$ cat src/sv/p3lt_pkg.sv
// shared types, codes and verb table for the pop3 session line tracker
package p3lt_pkg;

  localparam int MAX_LINE_DEF = 1024;
  localparam int LEN_W        = 10;
  localparam int MASK_W       = 12;
  localparam int NUM_VERBS    = 12;

  localparam logic [3:0] VERB_UNKNOWN = 4'd12;

  // byte codes
  localparam logic [7:0] CH_LF    = 8'h0A;
  localparam logic [7:0] CH_CR    = 8'h0D;
  localparam logic [7:0] CH_DOT   = 8'h2E;
  localparam logic [7:0] CH_PLUS  = 8'h2B;
  localparam logic [7:0] CH_MINUS = 8'h2D;
  localparam logic [7:0] CH_SP    = 8'h20;
  localparam logic [7:0] CH_TAB   = 8'h09;
  localparam logic [7:0] CH_VT    = 8'h0B;
  localparam logic [7:0] CH_FF    = 8'h0C;

  // line kinds
  localparam logic [2:0] KIND_REQUEST   = 3'd0;
  localparam logic [2:0] KIND_REPLY     = 3'd1;
  localparam logic [2:0] KIND_CONTENT   = 3'd2;
  localparam logic [2:0] KIND_END_DOT   = 3'd3;
  localparam logic [2:0] KIND_MALFORMED = 3'd4;

  typedef enum logic [2:0] {
    S_INIT       = 3'd0,
    S_CMD        = 3'd1,
    S_REPLY      = 3'd2,
    S_REPLY_DATA = 3'd3,
    S_DATA       = 3'd4
  } sess_t;

  typedef enum logic [1:0] {
    PH_TOKEN = 2'd0,
    PH_SPACE = 2'd1,
    PH_ARG   = 2'd2
  } phase_t;

  typedef enum logic [1:0] {
    SG_NONE  = 2'd0,
    SG_PLUS  = 2'd1,
    SG_MINUS = 2'd2,
    SG_OTHER = 2'd3
  } sign_t;

  typedef struct packed {
    logic [2:0]       line_kind;
    logic             reply_ok;
    logic [3:0]       verb_code;
    logic [LEN_W-1:0] token_length;
    logic [LEN_W-1:0] arg_offset;
    logic [LEN_W-1:0] arg_length;
    logic [LEN_W-1:0] line_length;
    logic             line_too_long;
    logic             wrong_direction;
    logic [2:0]       next_state;
  } res_t;

  // verb names, upper case, first character in the low byte
  localparam logic [31:0] VERB_CHARS [NUM_VERBS] = '{
    32'h00504F54, 32'h504F5041, 32'h454C4544, 32'h5453494C,
    32'h504F4F4E, 32'h53534150, 32'h54495551, 32'h52544552,
    32'h54455352, 32'h54415453, 32'h4C444955, 32'h52455355
  };

  function automatic logic [3:0] lookup_verb(input logic [31:0] chars,
                                             input logic [LEN_W-1:0] count);
    logic [3:0]       verb;
    logic [LEN_W-1:0] want;
    verb = VERB_UNKNOWN;
    // walk downward so the lowest matching code wins
    for (int v = NUM_VERBS - 1; v >= 0; v--) begin
      want = (v == 0) ? LEN_W'(3) : LEN_W'(4);
      if (count == want && chars == VERB_CHARS[v]) begin
        verb = 4'(v);
      end
    end
    return verb;
  endfunction

  function automatic logic is_space(input logic [7:0] b);
    return b == CH_SP || b == CH_TAB || b == CH_VT || b == CH_FF;
  endfunction

endpackage

$ cat src/sv/pop3_session_line_tracker.sv
// top level: input register, line scanner and result register
//
// Takes a pop3 session one byte per beat on the in_ channel, each byte
// tagged with its direction (in_to_server). Bytes within a line give no
// result; an lf, or a byte from the direction the session does not
// expect, gives one result beat on the out_ channel describing the line.
// A byte accepted into the input register is scanned from there, and its
// result, if any, is loaded into the result register, which drives
// out_valid, when the scanner steps. One byte is taken per cycle unless
// a stalled result holds it back: the scanner updates its counters and
// compares in one pass.
// When the receiver stalls, the result register holds its beat; bytes
// that give no result keep flowing, and the first byte that would give a
// result waits in the input register until the result beat is taken.
// cfg_we with cfg_wdata writes the multi-line verb mask;
// write it only while the block is idle.
// Synchronous active-low reset returns the session to its init state,
// empties both registers and sets the mask to select RETR.
module pop3_session_line_tracker #(
  parameter int MAX_LINE = p3lt_pkg::MAX_LINE_DEF
) (
  input  logic                        clk,
  input  logic                        rst_n,
  input  logic                        in_valid,
  output logic                        in_ready,
  input  logic [7:0]                  in_data_byte,
  input  logic                        in_to_server,
  output logic                        out_valid,
  input  logic                        out_ready,
  output logic [2:0]                  out_line_kind,
  output logic                        out_reply_ok,
  output logic [3:0]                  out_verb_code,
  output logic [p3lt_pkg::LEN_W-1:0]  out_token_length,
  output logic [p3lt_pkg::LEN_W-1:0]  out_arg_offset,
  output logic [p3lt_pkg::LEN_W-1:0]  out_arg_length,
  output logic [p3lt_pkg::LEN_W-1:0]  out_line_length,
  output logic                        out_line_too_long,
  output logic                        out_wrong_direction,
  output logic [2:0]                  out_next_state,
  input  logic                        cfg_we,
  input  logic [p3lt_pkg::MASK_W-1:0] cfg_wdata
);
  import p3lt_pkg::*;

  localparam logic [MASK_W-1:0] MaskReset = MASK_W'(128);

  logic              in_vld_r;
  logic [7:0]        byte_r;
  logic              dir_r;
  logic [MASK_W-1:0] mask_r;
  logic              out_vld_r;
  res_t              res_r;
  logic              step, has_res, in_take, out_load;
  res_t              res;

  // beat moves through the scanner unless its result has nowhere to go
  assign step     = in_vld_r && (!has_res || !out_vld_r || out_ready);
  assign in_ready = !in_vld_r || step;
  assign in_take  = in_valid && in_ready;
  assign out_load = step && has_res;

  p3lt_scan #(
    .MAX_LINE(MAX_LINE)
  ) u_scan (
    .clk       (clk),
    .rst_n     (rst_n),
    .step      (step),
    .data_byte (byte_r),
    .to_server (dir_r),
    .mask      (mask_r),
    .has_res   (has_res),
    .res       (res)
  );

  // input register
  always_ff @(posedge clk) begin
    if (!rst_n) begin
      in_vld_r <= 1'b0;
    end else if (in_take) begin
      in_vld_r <= 1'b1;
    end else if (step) begin
      in_vld_r <= 1'b0;
    end
  end

  always_ff @(posedge clk) begin
    if (in_take) begin
      byte_r <= in_data_byte;
      dir_r  <= in_to_server;
    end
  end

  // multi-line verb mask
  always_ff @(posedge clk) begin
    if (!rst_n) begin
      mask_r <= MaskReset;
    end else if (cfg_we) begin
      mask_r <= cfg_wdata;
    end
  end

  // result register
  always_ff @(posedge clk) begin
    if (!rst_n) begin
      out_vld_r <= 1'b0;
    end else if (out_load) begin
      out_vld_r <= 1'b1;
    end else if (out_ready) begin
      out_vld_r <= 1'b0;
    end
  end

  always_ff @(posedge clk) begin
    if (out_load) begin
      res_r <= res;
    end
  end

  assign out_valid           = out_vld_r;
  assign out_line_kind       = res_r.line_kind;
  assign out_reply_ok        = res_r.reply_ok;
  assign out_verb_code       = res_r.verb_code;
  assign out_token_length    = res_r.token_length;
  assign out_arg_offset      = res_r.arg_offset;
  assign out_arg_length      = res_r.arg_length;
  assign out_line_length     = res_r.line_length;
  assign out_line_too_long   = res_r.line_too_long;
  assign out_wrong_direction = res_r.wrong_direction;
  assign out_next_state      = res_r.next_state;

endmodule

$ cat src/sv/p3lt_scan.sv
// session state, line scan registers and per-beat result logic
module p3lt_scan #(
  parameter int MAX_LINE = p3lt_pkg::MAX_LINE_DEF
) (
  input  logic                          clk,
  input  logic                          rst_n,
  input  logic                          step,
  input  logic [7:0]                    data_byte,
  input  logic                          to_server,
  input  logic [p3lt_pkg::MASK_W-1:0]   mask,
  output logic                          has_res,
  output p3lt_pkg::res_t                res
);
  import p3lt_pkg::*;

  localparam int CapRaw = (MAX_LINE - 1) < 1023 ? (MAX_LINE - 1) : 1023;
  localparam logic [LEN_W-1:0] LineCap = LEN_W'(CapRaw);

  sess_t            state_r, state_nxt;
  logic [LEN_W-1:0] pos_r, pos_nxt;
  phase_t           phase_r, phase_nxt;
  logic [31:0]      chars_r, chars_nxt;
  logic [LEN_W-1:0] tok_r, tok_nxt;
  logic [LEN_W-1:0] arg_r, arg_nxt;
  logic             ended_r, ended_nxt;
  sign_t            sign_r, sign_nxt;
  logic             long_r, long_nxt;

  logic             wrong, is_lf, reply, sp, pos0;
  logic [7:0]       upper;
  logic [3:0]       verb;
  logic [15:0]      mask_pad;
  logic [LEN_W-1:0] off;
  sess_t            next_st;

  // decode of the current beat
  always_comb begin
    wrong    = to_server != (state_r == S_CMD);
    is_lf    = data_byte == CH_LF;
    has_res  = wrong || is_lf;
    reply    = state_r != S_CMD;
    sp       = is_space(data_byte);
    pos0     = pos_r == '0;
    upper    = (data_byte >= 8'h61 && data_byte <= 8'h7A) ? data_byte - 8'h20 : data_byte;
    verb     = lookup_verb(chars_r, tok_r);
    mask_pad = {{(16 - MASK_W){1'b0}}, mask};
    off      = (phase_r == PH_ARG) ? arg_r : pos_r;
  end

  // result of a line end or a misdirected beat
  always_comb begin
    res           = '0;
    next_st       = state_r;
    res.verb_code = VERB_UNKNOWN;
    if (wrong) begin
      res.verb_code       = 4'd0;
      res.wrong_direction = 1'b1;
    end else begin
      res.line_length   = pos_r;
      res.line_too_long = long_r;
      unique case (state_r)
        S_CMD: begin
          res.line_kind    = KIND_REQUEST;
          res.verb_code    = verb;
          res.token_length = tok_r;
          res.arg_offset   = off;
          res.arg_length   = pos_r - off;
          next_st = (verb != VERB_UNKNOWN && mask_pad[verb]) ? S_REPLY_DATA : S_REPLY;
        end
        S_DATA: begin
          if (pos_r == LEN_W'(1) && sign_r == SG_PLUS) begin
            res.line_kind = KIND_END_DOT;
            next_st       = S_CMD;
          end else begin
            res.line_kind = KIND_CONTENT;
            next_st       = S_DATA;
          end
        end
        default: begin
          if (!pos0 && (sign_r == SG_PLUS || sign_r == SG_MINUS)) begin
            res.line_kind    = KIND_REPLY;
            res.reply_ok     = sign_r == SG_PLUS;
            res.token_length = tok_r;
            res.arg_offset   = off;
            res.arg_length   = pos_r - off;
            next_st = (state_r == S_REPLY_DATA && sign_r == SG_PLUS) ? S_DATA : S_CMD;
          end else begin
            res.line_kind = KIND_MALFORMED;
          end
        end
      endcase
    end
    res.next_state = next_st;
  end

  // state update for an accepted beat
  always_comb begin
    state_nxt = state_r;
    pos_nxt   = pos_r;
    phase_nxt = phase_r;
    chars_nxt = chars_r;
    tok_nxt   = tok_r;
    arg_nxt   = arg_r;
    ended_nxt = ended_r;
    sign_nxt  = sign_r;
    long_nxt  = long_r;
    if (step && !wrong) begin
      if (is_lf) begin
        state_nxt = next_st;
        pos_nxt   = '0;
        phase_nxt = PH_TOKEN;
        chars_nxt = '0;
        tok_nxt   = '0;
        arg_nxt   = '0;
        ended_nxt = 1'b0;
        sign_nxt  = SG_NONE;
        long_nxt  = 1'b0;
      end else if (ended_r) begin
        // bytes after cr wait for lf
      end else if (data_byte == CH_CR) begin
        ended_nxt = 1'b1;
      end else if (pos_r >= LineCap) begin
        long_nxt = 1'b1;
      end else begin
        pos_nxt = pos_r + LEN_W'(1);
        if (state_r == S_DATA) begin
          if (pos0) begin
            sign_nxt = (data_byte == CH_DOT) ? SG_PLUS : SG_OTHER;
          end
        end else begin
          if (reply && pos0) begin
            sign_nxt = (data_byte == CH_PLUS)  ? SG_PLUS :
                       (data_byte == CH_MINUS) ? SG_MINUS : SG_OTHER;
          end
          unique case (phase_r)
            PH_TOKEN: begin
              if (!sp || (reply && pos0)) begin
                if (tok_r < LEN_W'(4)) begin
                  chars_nxt[{tok_r[1:0], 3'b000} +: 8] = upper;
                end
                tok_nxt = tok_r + LEN_W'(1);
              end else begin
                phase_nxt = PH_SPACE;
              end
            end
            PH_SPACE: begin
              if (!sp) begin
                arg_nxt   = pos_r;
                phase_nxt = PH_ARG;
              end
            end
            default: begin
            end
          endcase
        end
      end
    end
  end

  // state registers
  always_ff @(posedge clk) begin
    if (!rst_n) begin
      state_r <= S_INIT;
      pos_r   <= '0;
      phase_r <= PH_TOKEN;
      chars_r <= '0;
      tok_r   <= '0;
      arg_r   <= '0;
      ended_r <= 1'b0;
      sign_r  <= SG_NONE;
      long_r  <= 1'b0;
    end else begin
      state_r <= state_nxt;
      pos_r   <= pos_nxt;
      phase_r <= phase_nxt;
      chars_r <= chars_nxt;
      tok_r   <= tok_nxt;
      arg_r   <= arg_nxt;
      ended_r <= ended_nxt;
      sign_r  <= sign_nxt;
      long_r  <= long_nxt;
    end
  end

endmodule

$ cat config.mk
export PLATFORM = sky130hd
export DESIGN_NAME = pop3_session_line_tracker
export DESIGN_NICKNAME = d
export VERILOG_FILES = /design/src/sv/p3lt_pkg.sv /design/src/sv/pop3_session_line_tracker.sv /design/src/sv/p3lt_scan.sv
export SDC_FILE = /design/constraint.sdc
export NUM_CORES = 1
export LEC_CHECK = 0
export BUFFER_PORTS_ARGS = -buffer_cell sky130_fd_sc_hd__buf_4
export CELL_PAD_IN_SITES_DETAIL_PLACEMENT = 1
export CELL_PAD_IN_SITES_GLOBAL_PLACEMENT = 1
export CORE_AREA = 2 2 179 93
export CTS_BUF_LIST = sky130_fd_sc_hd__clkbuf_8
export CTS_CLUSTER_DIAMETER = 60
export CTS_CLUSTER_SIZE = 12
export DETAILED_ROUTE_END_ITERATION = 7
export DIE_AREA = 0 0 181 95
export GPL_ROUTABILITY_DRIVEN = 0
export PLACE_DENSITY = 0.83
export SYNTH_ARGS = -nofsm -noshare
export SYNTH_HDL_FRONTEND = slang
export SYNTH_SLANG_ARGS = --single-unit
$ cat constraint.sdc
create_clock -name clk -period 5 [get_ports clk]
set_clock_uncertainty 0.15 [all_clocks]
set_input_delay 0.25 -clock clk [delete_from_list [all_inputs] [get_ports clk]]
set_output_delay 0.25 -clock clk [all_outputs]
set_load 0.05 [all_outputs]
==> impl_metrics.toml <==
[power]
clkPwrFrac_pct = 37.1
peakVddDrop_uv = 147
power_frac_seq_pct = 54.3
leakage_nw = 3.26
total_power_w = 0.00239
p_int_w = 0.00171
power_density_nw_per_um2 = 277
p_comb_share_pct = 8.6
p_switching_w = 0.000676
swShare_pct = 28.3

[critical_path]
path_cells = "inv_1 > ha_1 > nor4bb_1 > nand3b_1 > nor4_1 > nand2_1 > o2111ai_4 > mux4_1 > nor2b_4 > o31ai_4 > nand2_1"
cp_common_cell = "nand2_1"
cp_slowest_stage_delay_ns = 0.70
crit_path_start_kind = "register"
crit_path_end_kind = "register"
timing_worst_setup_path_type = "register to register"
critPathBufInv = 1
path_max_fanout = 8
required_ns = 5.04
cp.arrival_ns = 4.25
cpMaxStageDelayCell = "nor4_1"
cp_top_family = "simple AND/OR/NAND/NOR gates"

[clock_tree]
cts_hold_buf = 23
cts_buffers = 17
cts_buffer_depth = 2
clock_sink_count = 147
h-tree-depth = 4
cts_setup_buffers = 0
clock-root-buffer = "clkbuf_8"
clk_pin_slew_ns = 0.10
ctsResizeCount = 0
worst_skew_pair.late_latency_ns = 0.45
cts_tree = "yes"

[yosys]
synth_ff_type = "dfxtp_1"
avgSynthCellArea_um2 = 9.79
synth-seq-cells = 147
ys_async_sr_fraction_pct = 0
synth_top_family_by_area = "simple AND/OR/NAND/NOR gates"
synthSimpleGateAreaFrac_pct = 24.9
synth-edff-count = 62
synth_compound_area_share_pct = 11.4
syn-num-nets = 790
ys_top_cells_by_count = "nor2_1 (121), dfxtp_1 (85), edfxtp_1 (62)"
synth_area_um2 = 7250
yosys_warnings = 0
yosys.cell_count.top_type = "nor2_1"
synth_fa_ha_area_share_pct = 4.07
ys_seq_area_share_pct = 49.1
synth_top_area_share_pct = 25.7
synth_top_cells_by_area = "edfxtp_1 (26%), dfxtp_1 (23%), nor2_1 (6.3%), mux2i_1 (4.4%), ha_1 (3.8%)"
synthXorXnorAreaFrac_pct = 2.66
synthMuxAreaShare_pct = 4.78
synth_cell_types = 75
synth_top_area_cell = "edfxtp_1"
netlist_instances = 741

[routing]
wirelength_mm = 22.7
drt_iter0_markers = 591
dr_total_vias = 6266
viasPerCell = 5.94
detail-route-antenna-nets = 0
drc = 0
routedWlPerCell_um = 21.5
drt-pass1-iter-count = 5

[floorplanning]
initial_utilization_pct = 45.7
row_count = 33
fp.dieW_um = 181
dieArea_um2 = 17200
core_area_um2 = 15900
die_h_um = 95
io_pins = 81

[timing]
worst_pin_slew_ns = 1.14
finalSetupViolations = 0
fin_crit_sh_pct = 84.1
fmax_mhz = 238
final_max_slew_viol_count = 0
fin_ws_ns = 0.794
rsz0062_at_grt = "false"
setup_tns_ns = 0
finalCriticalPeriod_ns = 4.21
slew_headroom_pct = 23.9
hold_viol_final = 0

[placed_design]
port_buffers = 80
place_hpwl_mm = 16.0
pre_cts_ws_ns = 0.954
dp_cells = 999

[global_routing]
grt_max_degree = 50
overflow = 0
grt_pass1_vias = 6420
antenna_found_initial = 0
grt.total_usage_pct = 27.6
grt_pass1_wl_mm = 36.3

[cells_and_area]
layout.area.seq_um2 = 3560
drive_gt1_share_pct = 15.9
instances_no_fill = 1054
antennaDiodeCount = 0
area_growth_syn_to_layout_pct = 18.8
fillers = 1796
multi_input_area_um2 = 3470
nets = 880

[flow_run]
maxCapViolCount = 0

[status]
status = "complete, no violations"

[hold_path]
hold_path_class = "input port to register"
-- cells in the final DEF, fill, tap and decap left out, drive strengths merged, types with 4 or more instances in the layout --
master	synthesis	layout
nand3b	6	6
xnor2	6	6
clkbuf	28	18
nand4	15	15
dfxtp	85	85
edfxtp	62	62
ha	22	22
a21boi	5	5
a21oi	46	46
o22ai	4	4
nor4b	6	6
o21ai	17	17
mux2i	32	32
nand2b	5	5
xor2	16	16
nor3	17	17
a22oi	15	15
nor2b	14	14
and3	9	9
and4	9	9
inv	21	26
and2	19	19
buf	9	85
nor2	121	121
nor3b	7	7
clkinv	1	7
nand3	30	30
dlygate4sd3	0	23
nand2	46	46
nor4	9	9
nor4bb	6	6
-- worst paths after layout --
| kind | startpoint | end | slack, ns | depth (start not counted) |
|---|---|---|---|---|
| min reg2reg | u_scan.chars_r[23]$_SDFFE_PN0P_ | u_scan.chars_r[23]$_SDFFE_PN0P_ | 0.33 | 2 |
| max reg2reg | u_scan.tok_r[0]$_SDFFE_PN0P_ | out_next_state[0]$_DFFE_PP_ | 0.79 | 11 |
| min | out_ready | out_valid$_SDFFE_PN0P_ | 0.06 | 3 |
| max | u_scan.tok_r[0]$_SDFFE_PN0P_ | out_next_state[0]$_DFFE_PP_ | 0.79 | 11 |
-- registers in the layout (all words and copies together) (netlist names), 4 cells and up --
register / count
u_scan.tok_r: 10
out_verb_code: 4
u_scan.pos_r: 10
out_token_length: 10
out_arg_offset: 10
mask_r: 12
u_scan.chars_r: 32
byte_r: 8
u_scan.arg_r: 10
out_line_length: 10
out_arg_length: 10
-- metal layers --
metal  up-vias  global-route usage (%)  wire, um
li1       2860                       -         -
met1      3121                    39.0     10900
met2       242                    42.1      9740
met3        43                    6.56      1650
met4         0                    8.40       410
met5         -                       0         0
-- worst register-to-register path: cells and delay by family (launching register included) --
kind                     cells  cell delay, ns
flip-flops                   1            0.39
adder cells (fa/ha/maj)      1            0.28
buffers and inverters        1            0.24
multiplexers                 1            0.60
AND/OR/NAND/NOR              6            1.93
AO/OA/AOI/OAI                2            0.36
-- power by group through the flow --
stage                     clock, W  sequential, W  combinational (W)
after floorplan                  0        0.00135          0.0000908
after global placement           0        0.00132           0.000178
after detailed placement         0        0.00132           0.000187
after CTS                 0.000891        0.00130           0.000203
after global routing      0.000947        0.00130           0.000221
final                     0.000887        0.00130           0.000206
-- cell families (layout without fill, tap and decap cells) --
family                     Yosys count  after routing
and+or+nand+nor                    338            338
DFF                                147            147
AOI/OAI and AO/OA                  119            119
buffers and inverters               59            162
muxes                               33             33
adders and majority gates           23             23
xor gates and xnor gates            22             22
-- cell type report --
cell class	instances	area share, %
flip-flops and latches	147	41.4
repair buffers	108	10.1
inverters	22	0.958
clock inverters	14	1.41
multi-input cells	535	40.3
well taps	210	3.05
clock buffers	18	2.88
-- per-stage QoR --
step                area, um^2  util [%]  hold WS, ns
floorplan                 7250         -        0.162
global placement          8020      50.6        0.280
detailed placement        8020      50.6        0.280
CTS                       8620      54.3       0.0508
global route              8620      54.3       0.0584
finish                    8620      54.3       0.0559
No activity file was read; power rests on OpenSTA's default activity.
